==> src/hdl/ctkd_pkg.sv <==
// Shared types and constants for the capacitive touch key detector.
`default_nettype none

package ctkd_pkg;

   localparam int SAMPLE_W  = 16;
   localparam int CAL_COUNT = 10;
   localparam int CAL_AW    = 4;
   localparam int ALU_W     = 20;
   localparam int RSP_DATA_W = 40;
   localparam int DIV_PROD_W = 2 * ALU_W;
   localparam int DIV6_SHIFT = 22;

   localparam logic       CSR_CONTINUOUS_MODE = 1'b0;
   localparam logic       CSR_COUNT_LIMIT     = 1'b1;

   localparam logic       OPC_SAMPLE = 1'b0;
   localparam logic       OPC_RECAL  = 1'b1;

   localparam logic       KIND_CAL  = 1'b0;
   localparam logic       KIND_SCAN = 1'b1;

   localparam logic [15:0] COUNT_LIMIT_RESET = 16'hFFFF;
   localparam logic [3:0]  CAL_LAST          = 4'd9;
   localparam logic [3:0]  GROUP_SINGLE      = 4'd3;
   localparam logic [3:0]  GROUP_CONT        = 4'd6;
   localparam logic [2:0]  NEED_SINGLE       = 3'd2;
   localparam logic [2:0]  NEED_CONT         = 3'd4;
   localparam logic [2:0]  OVER_MAX          = 3'd7;
   localparam logic [1:0]  HOLDOFF_LOAD      = 2'd3;
   // ceil(2^22 / 6): exact floor(x / 6) for x below 2^21
   localparam logic [ALU_W-1:0] DIV6_RECIP   = 20'hAAAAB;

   typedef enum logic {
      ALU_ADD,
      ALU_SUB
   } alu_op_type;

   typedef struct packed {
      alu_op_type       op;
      logic [ALU_W-1:0] a;
      logic [ALU_W-1:0] b;
   } alu_req_type;

   typedef struct packed {
      logic [ALU_W-1:0] res;
      logic             lt;
   } alu_rsp_type;

endpackage

`default_nettype wire

==> src/hdl/capacitive_touch_key_detector_core.sv <==
// Top level: sequencer and datapath of the capacitive touch key detector.
`default_nettype none

// RC charge-time touch key detector. After reset or a recalibrate request
// (tuser = 1) the first ten samples build the baseline: mean of the middle
// six after sorting, found by sweeping the sample RAM for sum, two smallest
// and two largest, then a multiply by the reciprocal of six. Later samples are
// scanned in groups of three (six in continuous mode) and one scan result
// follows each group. Apart from that constant multiply, all arithmetic runs
// through one shared 20-bit adder, one operation per cycle. A scan sample runs
// over-threshold and peak compares, plus press checks when it closes a group;
// the tenth calibration sample sweeps each stored entry (read, add, min and
// max compares), then four subtracts and one multiply. Closing requests also
// wait while a previous result is still held on the rsp side.
module capacitive_touch_key_detector_core
   import ctkd_pkg::*;
(
   input  wire logic                  clock,
   input  wire logic                  reset,
   input  wire logic                  req_tvalid,
   output logic                       req_tready,
   input  wire logic [SAMPLE_W-1:0]   req_tdata,   // [15:0] charge_time
   input  wire logic                  req_tuser,   // [0] opcode
   output logic                       rsp_tvalid,
   input  wire logic                  rsp_tready,
   output logic [RSP_DATA_W-1:0]      rsp_tdata,   // [0] pressed, [16:1] peak,
                                                   // [32:17] baseline, [33] cal_fail
   output logic                       rsp_tuser,   // [0] result_kind
   input  wire logic                  csr_we,
   input  wire logic                  csr_index,
   input  wire logic [15:0]           csr_wdata
);

   typedef enum logic [3:0] {
      S_IDLE, S_OVER, S_PEAK, S_P3, S_P4, S_P10,
      C_RD, C_ADD, C_MN1, C_MN2, C_MX1, C_MX2, C_X, C_DIV, C_B5,
      S_FAIL
   } state_type;

   state_type         state_ff;
   state_type         after_fail_ff;
   logic              out_pend_ff;

   logic              cont_ff;
   logic [15:0]       count_limit_ff;
   logic              calibrating_ff;
   logic [CAL_AW-1:0] sample_idx_ff;
   logic [15:0]       group_peak_ff;
   logic [2:0]        over_cnt_ff;
   logic [15:0]       baseline_ff;
   logic [18:0]       base5_ff;
   logic [1:0]        holdoff_ff;

   logic [15:0]       sample_ff;
   logic [15:0]       peak_ff;
   logic [ALU_W-1:0]  tmp_ff;
   logic              lt1_ff;
   logic              pressed_ff;
   logic              kind_ff;

   logic [ALU_W-1:0]  sum_ff;
   logic [15:0]       min1_ff, min2_ff, max1_ff, max2_ff;
   logic [CAL_AW-1:0] ent_ff;
   logic [1:0]        xcnt_ff;
   logic [ALU_W-1:0]  div_x_ff;

   logic              rsp_tvalid_ff;
   logic              rsp_kind_ff;
   logic              rsp_pressed_ff;
   logic [15:0]       rsp_peak_ff;
   logic [15:0]       rsp_base_ff;
   logic              rsp_fail_ff;

   alu_req_type       alu_req;
   alu_rsp_type       alu_rsp;
   logic [15:0]       ram_rdata;
   logic              ram_we;
   logic              accept;
   logic              rsp_load;
   logic [DIV_PROD_W-1:0] div_prod;
   logic [15:0]       x_sel;
   logic [CAL_AW-1:0] idx_next;
   logic [3:0]        group_size;
   logic [2:0]        need;
   logic [15:0]       gp_next;
   logic [1:0]        ho_base;
   logic              detect;

   assign req_tready = (state_ff == S_IDLE) && !out_pend_ff;
   assign accept     = req_tvalid && req_tready;
   assign ram_we     = accept && (req_tuser == OPC_SAMPLE) && calibrating_ff;
   assign rsp_load   = (state_ff == S_IDLE) && out_pend_ff && (!rsp_tvalid_ff || rsp_tready);

   ctkd_ram #(
      .WIDTH (SAMPLE_W),
      .DEPTH (CAL_COUNT)
   ) u_ram (
      .clock (clock),
      .we    (ram_we),
      .waddr (sample_idx_ff),
      .wdata (req_tdata),
      .raddr (ent_ff),
      .rdata (ram_rdata)
   );

   ctkd_alu u_alu (
      .alu_req (alu_req),
      .alu_rsp (alu_rsp)
   );

   always_comb begin
      case (xcnt_ff)
         2'd0:    x_sel = min1_ff;
         2'd1:    x_sel = min2_ff;
         2'd2:    x_sel = max1_ff;
         default: x_sel = max2_ff;
      endcase
      div_prod   = DIV_PROD_W'(div_x_ff) * DIV_PROD_W'(DIV6_RECIP);
      idx_next   = sample_idx_ff + CAL_AW'(1);
      group_size = cont_ff ? GROUP_CONT : GROUP_SINGLE;
      need       = cont_ff ? NEED_CONT : NEED_SINGLE;
      gp_next    = alu_rsp.lt ? sample_ff : group_peak_ff;
      ho_base    = cont_ff ? 2'd0 : holdoff_ff;
      detect     = lt1_ff && alu_rsp.lt;
   end

   always_comb begin
      alu_req.op = ALU_SUB;
      alu_req.a  = '0;
      alu_req.b  = '0;
      case (state_ff)
         S_OVER: begin
            alu_req.a = ALU_W'(base5_ff);
            alu_req.b = ALU_W'({sample_ff, 2'b00});
         end
         S_PEAK: begin
            alu_req.a = ALU_W'(group_peak_ff);
            alu_req.b = ALU_W'(sample_ff);
         end
         S_P3: begin
            alu_req.op = ALU_ADD;
            alu_req.a  = ALU_W'({peak_ff, 1'b0});
            alu_req.b  = ALU_W'(peak_ff);
         end
         S_P4: begin
            alu_req.a = ALU_W'({baseline_ff, 2'b00});
            alu_req.b = tmp_ff;
         end
         S_P10: begin
            alu_req.a = ALU_W'(peak_ff);
            alu_req.b = {base5_ff, 1'b0};
         end
         S_FAIL: begin
            alu_req.a = ALU_W'(count_limit_ff[15:1]);
            alu_req.b = ALU_W'(baseline_ff);
         end
         C_ADD: begin
            alu_req.op = ALU_ADD;
            alu_req.a  = sum_ff;
            alu_req.b  = ALU_W'(ram_rdata);
         end
         C_MN1: begin
            alu_req.a = ALU_W'(ram_rdata);
            alu_req.b = ALU_W'(min1_ff);
         end
         C_MN2: begin
            alu_req.a = ALU_W'(ram_rdata);
            alu_req.b = ALU_W'(min2_ff);
         end
         C_MX1: begin
            alu_req.a = ALU_W'(max1_ff);
            alu_req.b = ALU_W'(ram_rdata);
         end
         C_MX2: begin
            alu_req.a = ALU_W'(max2_ff);
            alu_req.b = ALU_W'(ram_rdata);
         end
         C_X: begin
            alu_req.a = sum_ff;
            alu_req.b = ALU_W'(x_sel);
         end
         C_B5: begin
            alu_req.op = ALU_ADD;
            alu_req.a  = ALU_W'({baseline_ff, 2'b00});
            alu_req.b  = ALU_W'(baseline_ff);
         end
         default: begin
            alu_req.op = ALU_ADD;
         end
      endcase
   end

   always_ff @(posedge clock) begin
      if (reset) begin
         state_ff       <= S_IDLE;
         after_fail_ff  <= S_IDLE;
         out_pend_ff    <= 1'b0;
         cont_ff        <= 1'b0;
         count_limit_ff <= COUNT_LIMIT_RESET;
         calibrating_ff <= 1'b1;
         sample_idx_ff  <= '0;
         group_peak_ff  <= '0;
         over_cnt_ff    <= '0;
         baseline_ff    <= '0;
         base5_ff       <= '0;
         holdoff_ff     <= '0;
         rsp_tvalid_ff  <= 1'b0;
      end else begin
         if (csr_we) begin
            case (csr_index)
               CSR_CONTINUOUS_MODE: cont_ff        <= csr_wdata[0];
               CSR_COUNT_LIMIT:     count_limit_ff <= csr_wdata;
               default:             cont_ff        <= cont_ff;
            endcase
         end

         if (rsp_load) begin
            rsp_tvalid_ff <= 1'b1;
         end else if (rsp_tready) begin
            rsp_tvalid_ff <= 1'b0;
         end

         case (state_ff)
            S_IDLE: begin
               if (out_pend_ff) begin
                  if (rsp_load) begin
                     rsp_kind_ff    <= kind_ff;
                     rsp_pressed_ff <= pressed_ff;
                     rsp_peak_ff    <= peak_ff;
                     rsp_base_ff    <= baseline_ff;
                     rsp_fail_ff    <= lt1_ff;
                     out_pend_ff    <= 1'b0;
                  end
               end else if (accept) begin
                  sample_ff <= req_tdata;
                  if (req_tuser == OPC_RECAL) begin
                     calibrating_ff <= 1'b1;
                     sample_idx_ff  <= '0;
                     group_peak_ff  <= '0;
                     over_cnt_ff    <= '0;
                  end else if (calibrating_ff) begin
                     if (sample_idx_ff == CAL_LAST) begin
                        calibrating_ff <= 1'b0;
                        sample_idx_ff  <= '0;
                        group_peak_ff  <= '0;
                        over_cnt_ff    <= '0;
                        sum_ff         <= '0;
                        min1_ff        <= '1;
                        min2_ff        <= '1;
                        max1_ff        <= '0;
                        max2_ff        <= '0;
                        ent_ff         <= '0;
                        state_ff       <= C_RD;
                     end else begin
                        sample_idx_ff <= idx_next;
                     end
                  end else begin
                     state_ff <= S_OVER;
                  end
               end
            end
            S_OVER: begin
               if (alu_rsp.lt && (over_cnt_ff != OVER_MAX)) begin
                  over_cnt_ff <= over_cnt_ff + 3'd1;
               end
               state_ff <= S_PEAK;
            end
            S_PEAK: begin
               if (idx_next >= group_size) begin
                  peak_ff       <= (over_cnt_ff >= need) ? gp_next : '0;
                  sample_idx_ff <= '0;
                  group_peak_ff <= '0;
                  over_cnt_ff   <= '0;
                  state_ff      <= S_P3;
               end else begin
                  group_peak_ff <= gp_next;
                  sample_idx_ff <= idx_next;
                  state_ff      <= S_IDLE;
               end
            end
            S_P3: begin
               tmp_ff   <= alu_rsp.res;
               state_ff <= S_P4;
            end
            S_P4: begin
               lt1_ff   <= alu_rsp.lt;
               state_ff <= S_P10;
            end
            S_P10: begin
               pressed_ff <= detect && (ho_base == 2'd0);
               if (detect) begin
                  holdoff_ff <= HOLDOFF_LOAD - 2'd1;
               end else if (ho_base != 2'd0) begin
                  holdoff_ff <= ho_base - 2'd1;
               end else begin
                  holdoff_ff <= 2'd0;
               end
               kind_ff  <= KIND_SCAN;
               state_ff <= S_FAIL;
            end
            C_RD: begin
               state_ff <= C_ADD;
            end
            C_ADD: begin
               sum_ff   <= alu_rsp.res;
               state_ff <= C_MN1;
            end
            C_MN1: begin
               lt1_ff   <= alu_rsp.lt;
               state_ff <= C_MN2;
            end
            C_MN2: begin
               if (lt1_ff) begin
                  min2_ff <= min1_ff;
                  min1_ff <= ram_rdata;
               end else if (alu_rsp.lt) begin
                  min2_ff <= ram_rdata;
               end
               state_ff <= C_MX1;
            end
            C_MX1: begin
               lt1_ff   <= alu_rsp.lt;
               state_ff <= C_MX2;
            end
            C_MX2: begin
               if (lt1_ff) begin
                  max2_ff <= max1_ff;
                  max1_ff <= ram_rdata;
               end else if (alu_rsp.lt) begin
                  max2_ff <= ram_rdata;
               end
               if (ent_ff == CAL_LAST) begin
                  xcnt_ff  <= '0;
                  state_ff <= C_X;
               end else begin
                  ent_ff   <= ent_ff + CAL_AW'(1);
                  state_ff <= C_RD;
               end
            end
            C_X: begin
               xcnt_ff <= xcnt_ff + 2'd1;
               if (xcnt_ff == 2'd3) begin
                  div_x_ff <= alu_rsp.res;
                  state_ff <= C_DIV;
               end else begin
                  sum_ff <= alu_rsp.res;
               end
            end
            C_DIV: begin
               baseline_ff <= div_prod[DIV6_SHIFT +: SAMPLE_W];
               state_ff    <= C_B5;
            end
            C_B5: begin
               base5_ff   <= alu_rsp.res[18:0];
               kind_ff    <= KIND_CAL;
               pressed_ff <= 1'b0;
               peak_ff    <= '0;
               state_ff   <= S_FAIL;
            end
            S_FAIL: begin
               lt1_ff      <= alu_rsp.lt;
               out_pend_ff <= 1'b1;
               state_ff    <= after_fail_ff;
            end
            default: begin
               state_ff <= S_IDLE;
            end
         endcase
      end
   end

   assign rsp_tvalid = rsp_tvalid_ff;
   assign rsp_tuser  = rsp_kind_ff;
   assign rsp_tdata  = RSP_DATA_W'({rsp_fail_ff, rsp_base_ff, rsp_peak_ff, rsp_pressed_ff});

   // request is held off while a finished result waits for the output register
   assert property (@(posedge clock) disable iff (reset)
      out_pend_ff |-> !req_tready)
      else $error("request accepted with a result pending");

   assert property (@(posedge clock) disable iff (reset)
      (state_ff == S_IDLE) |-> ({1'b0, over_cnt_ff} <= sample_idx_ff))
      else $error("over count exceeds samples in group");

   assert property (@(posedge clock) disable iff (reset)
      holdoff_ff != HOLDOFF_LOAD)
      else $error("holdoff left at load value");

   assert property (@(posedge clock) disable iff (reset)
      (rsp_tvalid && (rsp_tuser == KIND_CAL)) |-> (rsp_tdata[16:0] == 17'd0))
      else $error("calibration result carries press or peak");

   assert property (@(posedge clock) disable iff (reset)
      (rsp_tvalid && rsp_tdata[0]) |-> (rsp_tdata[16:1] != 16'd0))
      else $error("press reported with zero peak");

endmodule

`default_nettype wire

==> src/hdl/ctkd_ram.sv <==
// Generic single-write, single-read RAM with registered read data.
`default_nettype none

module ctkd_ram #(
   parameter int WIDTH = 16,
   parameter int DEPTH = 10
) (
   input  wire logic                     clock,
   input  wire logic                     we,
   input  wire logic [$clog2(DEPTH)-1:0] waddr,
   input  wire logic [WIDTH-1:0]         wdata,
   input  wire logic [$clog2(DEPTH)-1:0] raddr,
   output logic      [WIDTH-1:0]         rdata
);

   logic [WIDTH-1:0] mem_ff [DEPTH];
   logic [WIDTH-1:0] rdata_ff;

   always_ff @(posedge clock) begin
      if (we) begin
         mem_ff[waddr] <= wdata;
      end
      rdata_ff <= mem_ff[raddr];
   end

   assign rdata = rdata_ff;

endmodule

`default_nettype wire

==> src/hdl/ctkd_alu.sv <==
// Shared adder/subtractor with less-than flag from the subtract borrow.
`default_nettype none

module ctkd_alu
   import ctkd_pkg::*;
(
   input  wire alu_req_type alu_req,
   output alu_rsp_type      alu_rsp
);

   logic [ALU_W-1:0] b_op;
   logic             is_sub;
   logic [ALU_W:0]   full;

   always_comb begin
      is_sub = (alu_req.op == ALU_SUB);
      b_op   = is_sub ? ~alu_req.b : alu_req.b;
      full   = {1'b0, alu_req.a} + {1'b0, b_op} + {{ALU_W{1'b0}}, is_sub};
      alu_rsp.res = full[ALU_W-1:0];
      alu_rsp.lt  = is_sub & ~full[ALU_W];
   end

endmodule

`default_nettype wire

==> config.mk <==
export PLATFORM = sky130hd
export DESIGN_NAME = capacitive_touch_key_detector_core
export DESIGN_NICKNAME = d
export VERILOG_FILES = /design/src/hdl/ctkd_pkg.sv /design/src/hdl/capacitive_touch_key_detector_core.sv /design/src/hdl/ctkd_ram.sv /design/src/hdl/ctkd_alu.sv
export SDC_FILE = /design/constraint.sdc
export NUM_CORES = 1
export LEC_CHECK = 0
export ABC_AREA = 1
export BUFFER_PORTS_ARGS = -buffer_cell sky130_fd_sc_hd__buf_2
export CORE_UTILIZATION = 50
export DETAILED_ROUTE_END_ITERATION = 16
export HOLD_SLACK_MARGIN = 0.12
export PLACE_DENSITY = 0.66
export SLEW_MARGIN = 25
export SYNTH_ARGS = -nofsm -noshare
export SYNTH_HDL_FRONTEND = slang
export SYNTH_SLANG_ARGS = --single-unit
export TNS_END_PERCENT = 1
==> constraint.sdc <==
create_clock -name clock -period 11.1 [get_ports clock]
set_input_delay 0 -clock clock [delete_from_list [all_inputs] [get_ports clock]]
set_output_delay 0 -clock clock [all_outputs]
set_load 0.1 [all_outputs]
==> run metrics <==
number of I/O pins 82; fmax around 160 MHz; PwrDens 170.2 nW/um^2; post-route core utilization 56.64%; Worst setup EP type flip-flop; drt first pass iters 7; crit-path cells ha_1 -> ha_1 -> inv_1 -> fa_1 -> fa_1 -> inv_1 -> fa_1 -> fa_1 -> inv_1 -> fa_1 -> inv_1 -> ha_1 -> a21o_1 -> a31oi_1 -> o21ai_0 -> o21ai_0 -> o2111ai_1 -> or2_2 -> nand3_1 -> nand2_1 -> inv_1; largest net degree at the start of global routing 85; crit path max-delay cell type edfxtp_1; worst path buffer plus inverter count 5; share of layout cells above drive strength 1 8.297%; main area contributors after synthesis edfxtp_1, fa_1, ha_1; CORE AREA 56500 sq um; largest stage delay on the critical path 0.63 ns; count of cells resized by post-cts repair 0; Final Slew Violations 0; cell row count 87; DRT Wirelength 99500 um; MaxCap Viol Count 0; Final Critical Period 6.094 ns; Static Leak 13.67 nW; wire per inst 25.34 um; area grow syn2layout 11.70%; Synth top area share 37.74%; critical path fanouts, max 6; die area between 50000 and 60000 sq um; initial antenna violation count 1; post-synthesis sequential area ratio 44.65%; Top delay family on crit path adder cells; Post-synth EDFFs 360; DP HPWL between 70000 and 80000 um; Final period util 54.90%; Hold Path Class input port to flip-flop; Initial Utilization 50.71%; gr usage total 34.29%; Final GP Congestion approximately 1; status finished clean; clk buf depth 3; clock sink count 459; worst path arrival time 6.63 ns; Setup Skew 0.02128 ns; port bufs 75; library cells used by synthesis 60; CP required 11.64 ns; Seq cells post-synth 459; Nets 3519; Clk Latency, worst-skew pair 0.60 ns; cell accounting for the most synthesized area edfxtp_1; Clk pin slew, worst setup/hold paths 0.07 ns; vias 23360; actual slew at the worst max-slew pin around 1 ns; vias in the first global route 22580; Final Hold Viols 0; GRT overflow 0; Setup TNS 0 ns; RSZ-0062 raised after global routing no; vias per cell between 5 and 6; Die Y 241.4 um; YS warnings 0; Async SR Flop Fraction 0%; DR iter-0 viols between 2000 and 3000; Syn Inst Count about 3000; worst ir drop on vdd approximately 220 uV; Rel. slew slack roughly 33%; die width 241.4 um; Critical Path Start Type flip-flop; TritonCTS clock tree yes; count of final setup violators 0; mean post-synth cell area 9.508 sq um; synthesized area 28650 sq um; DRC Markers 0; H-tree depth 2; first-pass GRT wire length 144900 um; critical setup path kind flip-flop to flip-flop; Antenna Nets Post-Route 0; dominant synthesized flop cell edfxtp_1; TritonCTS Buffers 47; Root Driver clkbuf_16
[path summary, 6_finish.rpt]
path	start	to	slack, ns	depth (start not counted)
setup / recovery	div_x_ff[11]	baseline_ff[13]	5.01	21
hold / removal	csr_wdata[0]	cont_ff	0.27	4
setup reg to reg	div_x_ff[11]	baseline_ff[13]	5.01	21
hold reg to reg	baseline_ff[2]	rsp_base_ff[2]	0.43	0
[synthesized netlist by cell type (8+ instances only)]
cell type,number
inv_1,487
nand2_1,378
edfxtp_1,360
nor2_1,337
ha_1,213
o21ai_0,201
a21oi_1,175
fa_1,135
dfxtp_1,99
nand3_1,80
o22ai_1,75
clkbuf_1,73
a221oi_1,39
xor2_1,36
nor3_1,26
a211oi_1,17
nand4_1,17
a2111oi_0,16
nand2_2,16
o21ai_1,16
or2_1,16
xnor2_1,14
a21o_1,13
a31oi_1,13
buf_4,13
o2111ai_1,12
buf_1,11
nor2_2,10
buf_2,8
inv_2,8
[cell families after synthesis]
logic type	count (synthesis)	synth area share, %
other	1	0.01309
and+or+nand+nor	916	13.62
adders and majority gates	348	18.74
AOI/OAI and AO/OA	627	13.01
DFF	459	44.65
buffers and inverters	609	8.263
xor gates and xnor gates	53	1.699
[stage by stage]
step           instance area, sq um  setup slack [ns]  power (mW)  hold WS [ns]  cells
2_1_floorplan                 28670             5.939       3.194       0.09887   3018
3_3_place_gp                  29880             5.231       3.785        0.1996   3784
3_5_place_dp                  29890             5.213       3.795        0.2050   3784
4_1_cts                       31960             5.164       5.402        0.2426   3925
5_1_grt                       32000             4.768       5.640        0.2870   3926
6_report                      32000             5.006       5.446        0.2734   3927
[per-layer routing]
| layer | up-vias | track usage [%] | routed length, um |
|---|---|---|---|
| li1 | 10410 | - | - |
| met1 | 11480 | 52.22 | 44810 |
| met2 | 1267 | 48.16 | 41010 |
| met3 | 201 | 7.817 | 10870 |
| met4 | 0 | 10.34 | 2812 |
| met5 | - | 0 | 0 |
[layout by cell type, fill, tap and decap left out, types with 75 or more instances in the layout]
cell type and n:
edfxtp_1 360, a21oi_1 174, nor2_1 336, ha_1 213
o21ai_0 201, nand2_1 378, inv_1 486, buf_2 75
nand3_1 80, dfxtp_1 99, fa_1 135, o22ai_1 75
[flip-flops by register name (all words and copies together) (netlist names), 3 cells and up]
name	flops
ent_ff	4
peak_ff	16
group_peak_ff	16
min2_ff	16
u_ram.mem_ff	160
count_limit_ff	15
sum_ff	20
rsp_peak_ff	16
baseline_ff	16
tmp_ff	20
sample_ff	16
max1_ff	16
sample_idx_ff	4
rsp_base_ff	16
base5_ff	19
u_ram.rdata	16
state_ff	4
min1_ff	16
div_x_ff	20
max2_ff	16
over_cnt_ff	3
[worst reg2reg max path, delay by kind of cell (launching register included)]
kind	cells	cell delay, ns
adders and majority gates	8	3.69
and+or+nand+nor	3	0.43
AOI/OAI and AO/OA	5	0.99
DFF	1	0.63
buffers and inverters	5	0.29
[area by class of cell]
cell class / instances / area (sq um)
flip-flops and latches: 459 / 12790
multi-input cells: 1950 / 13590
fillers: 4941 / 24500
well taps: 756 / 945.9
clock inverters: 28 / 291.5
diodes: 1 / 2.502
inverters: 501 / 1881
repair buffers: 173 / 1250
clock buffers: 59 / 1241
[what timing repair did]
item / 4_1_cts / 5_1_grt
hold buffers: 54 / 0
hold endpoints to repair: 245 / 0
buffers inserted: 0 / 0
[report_power, final]
part / switching (mW) / internal (mW) / leakage (nW)
clock: 0.684 / 0.913 / 0.749
combinational: 1.29 / 0.424 / 8.85
sequential: 0.0876 / 2.05 / 4.07
No activity file was read; power rests on OpenSTA's default activity.
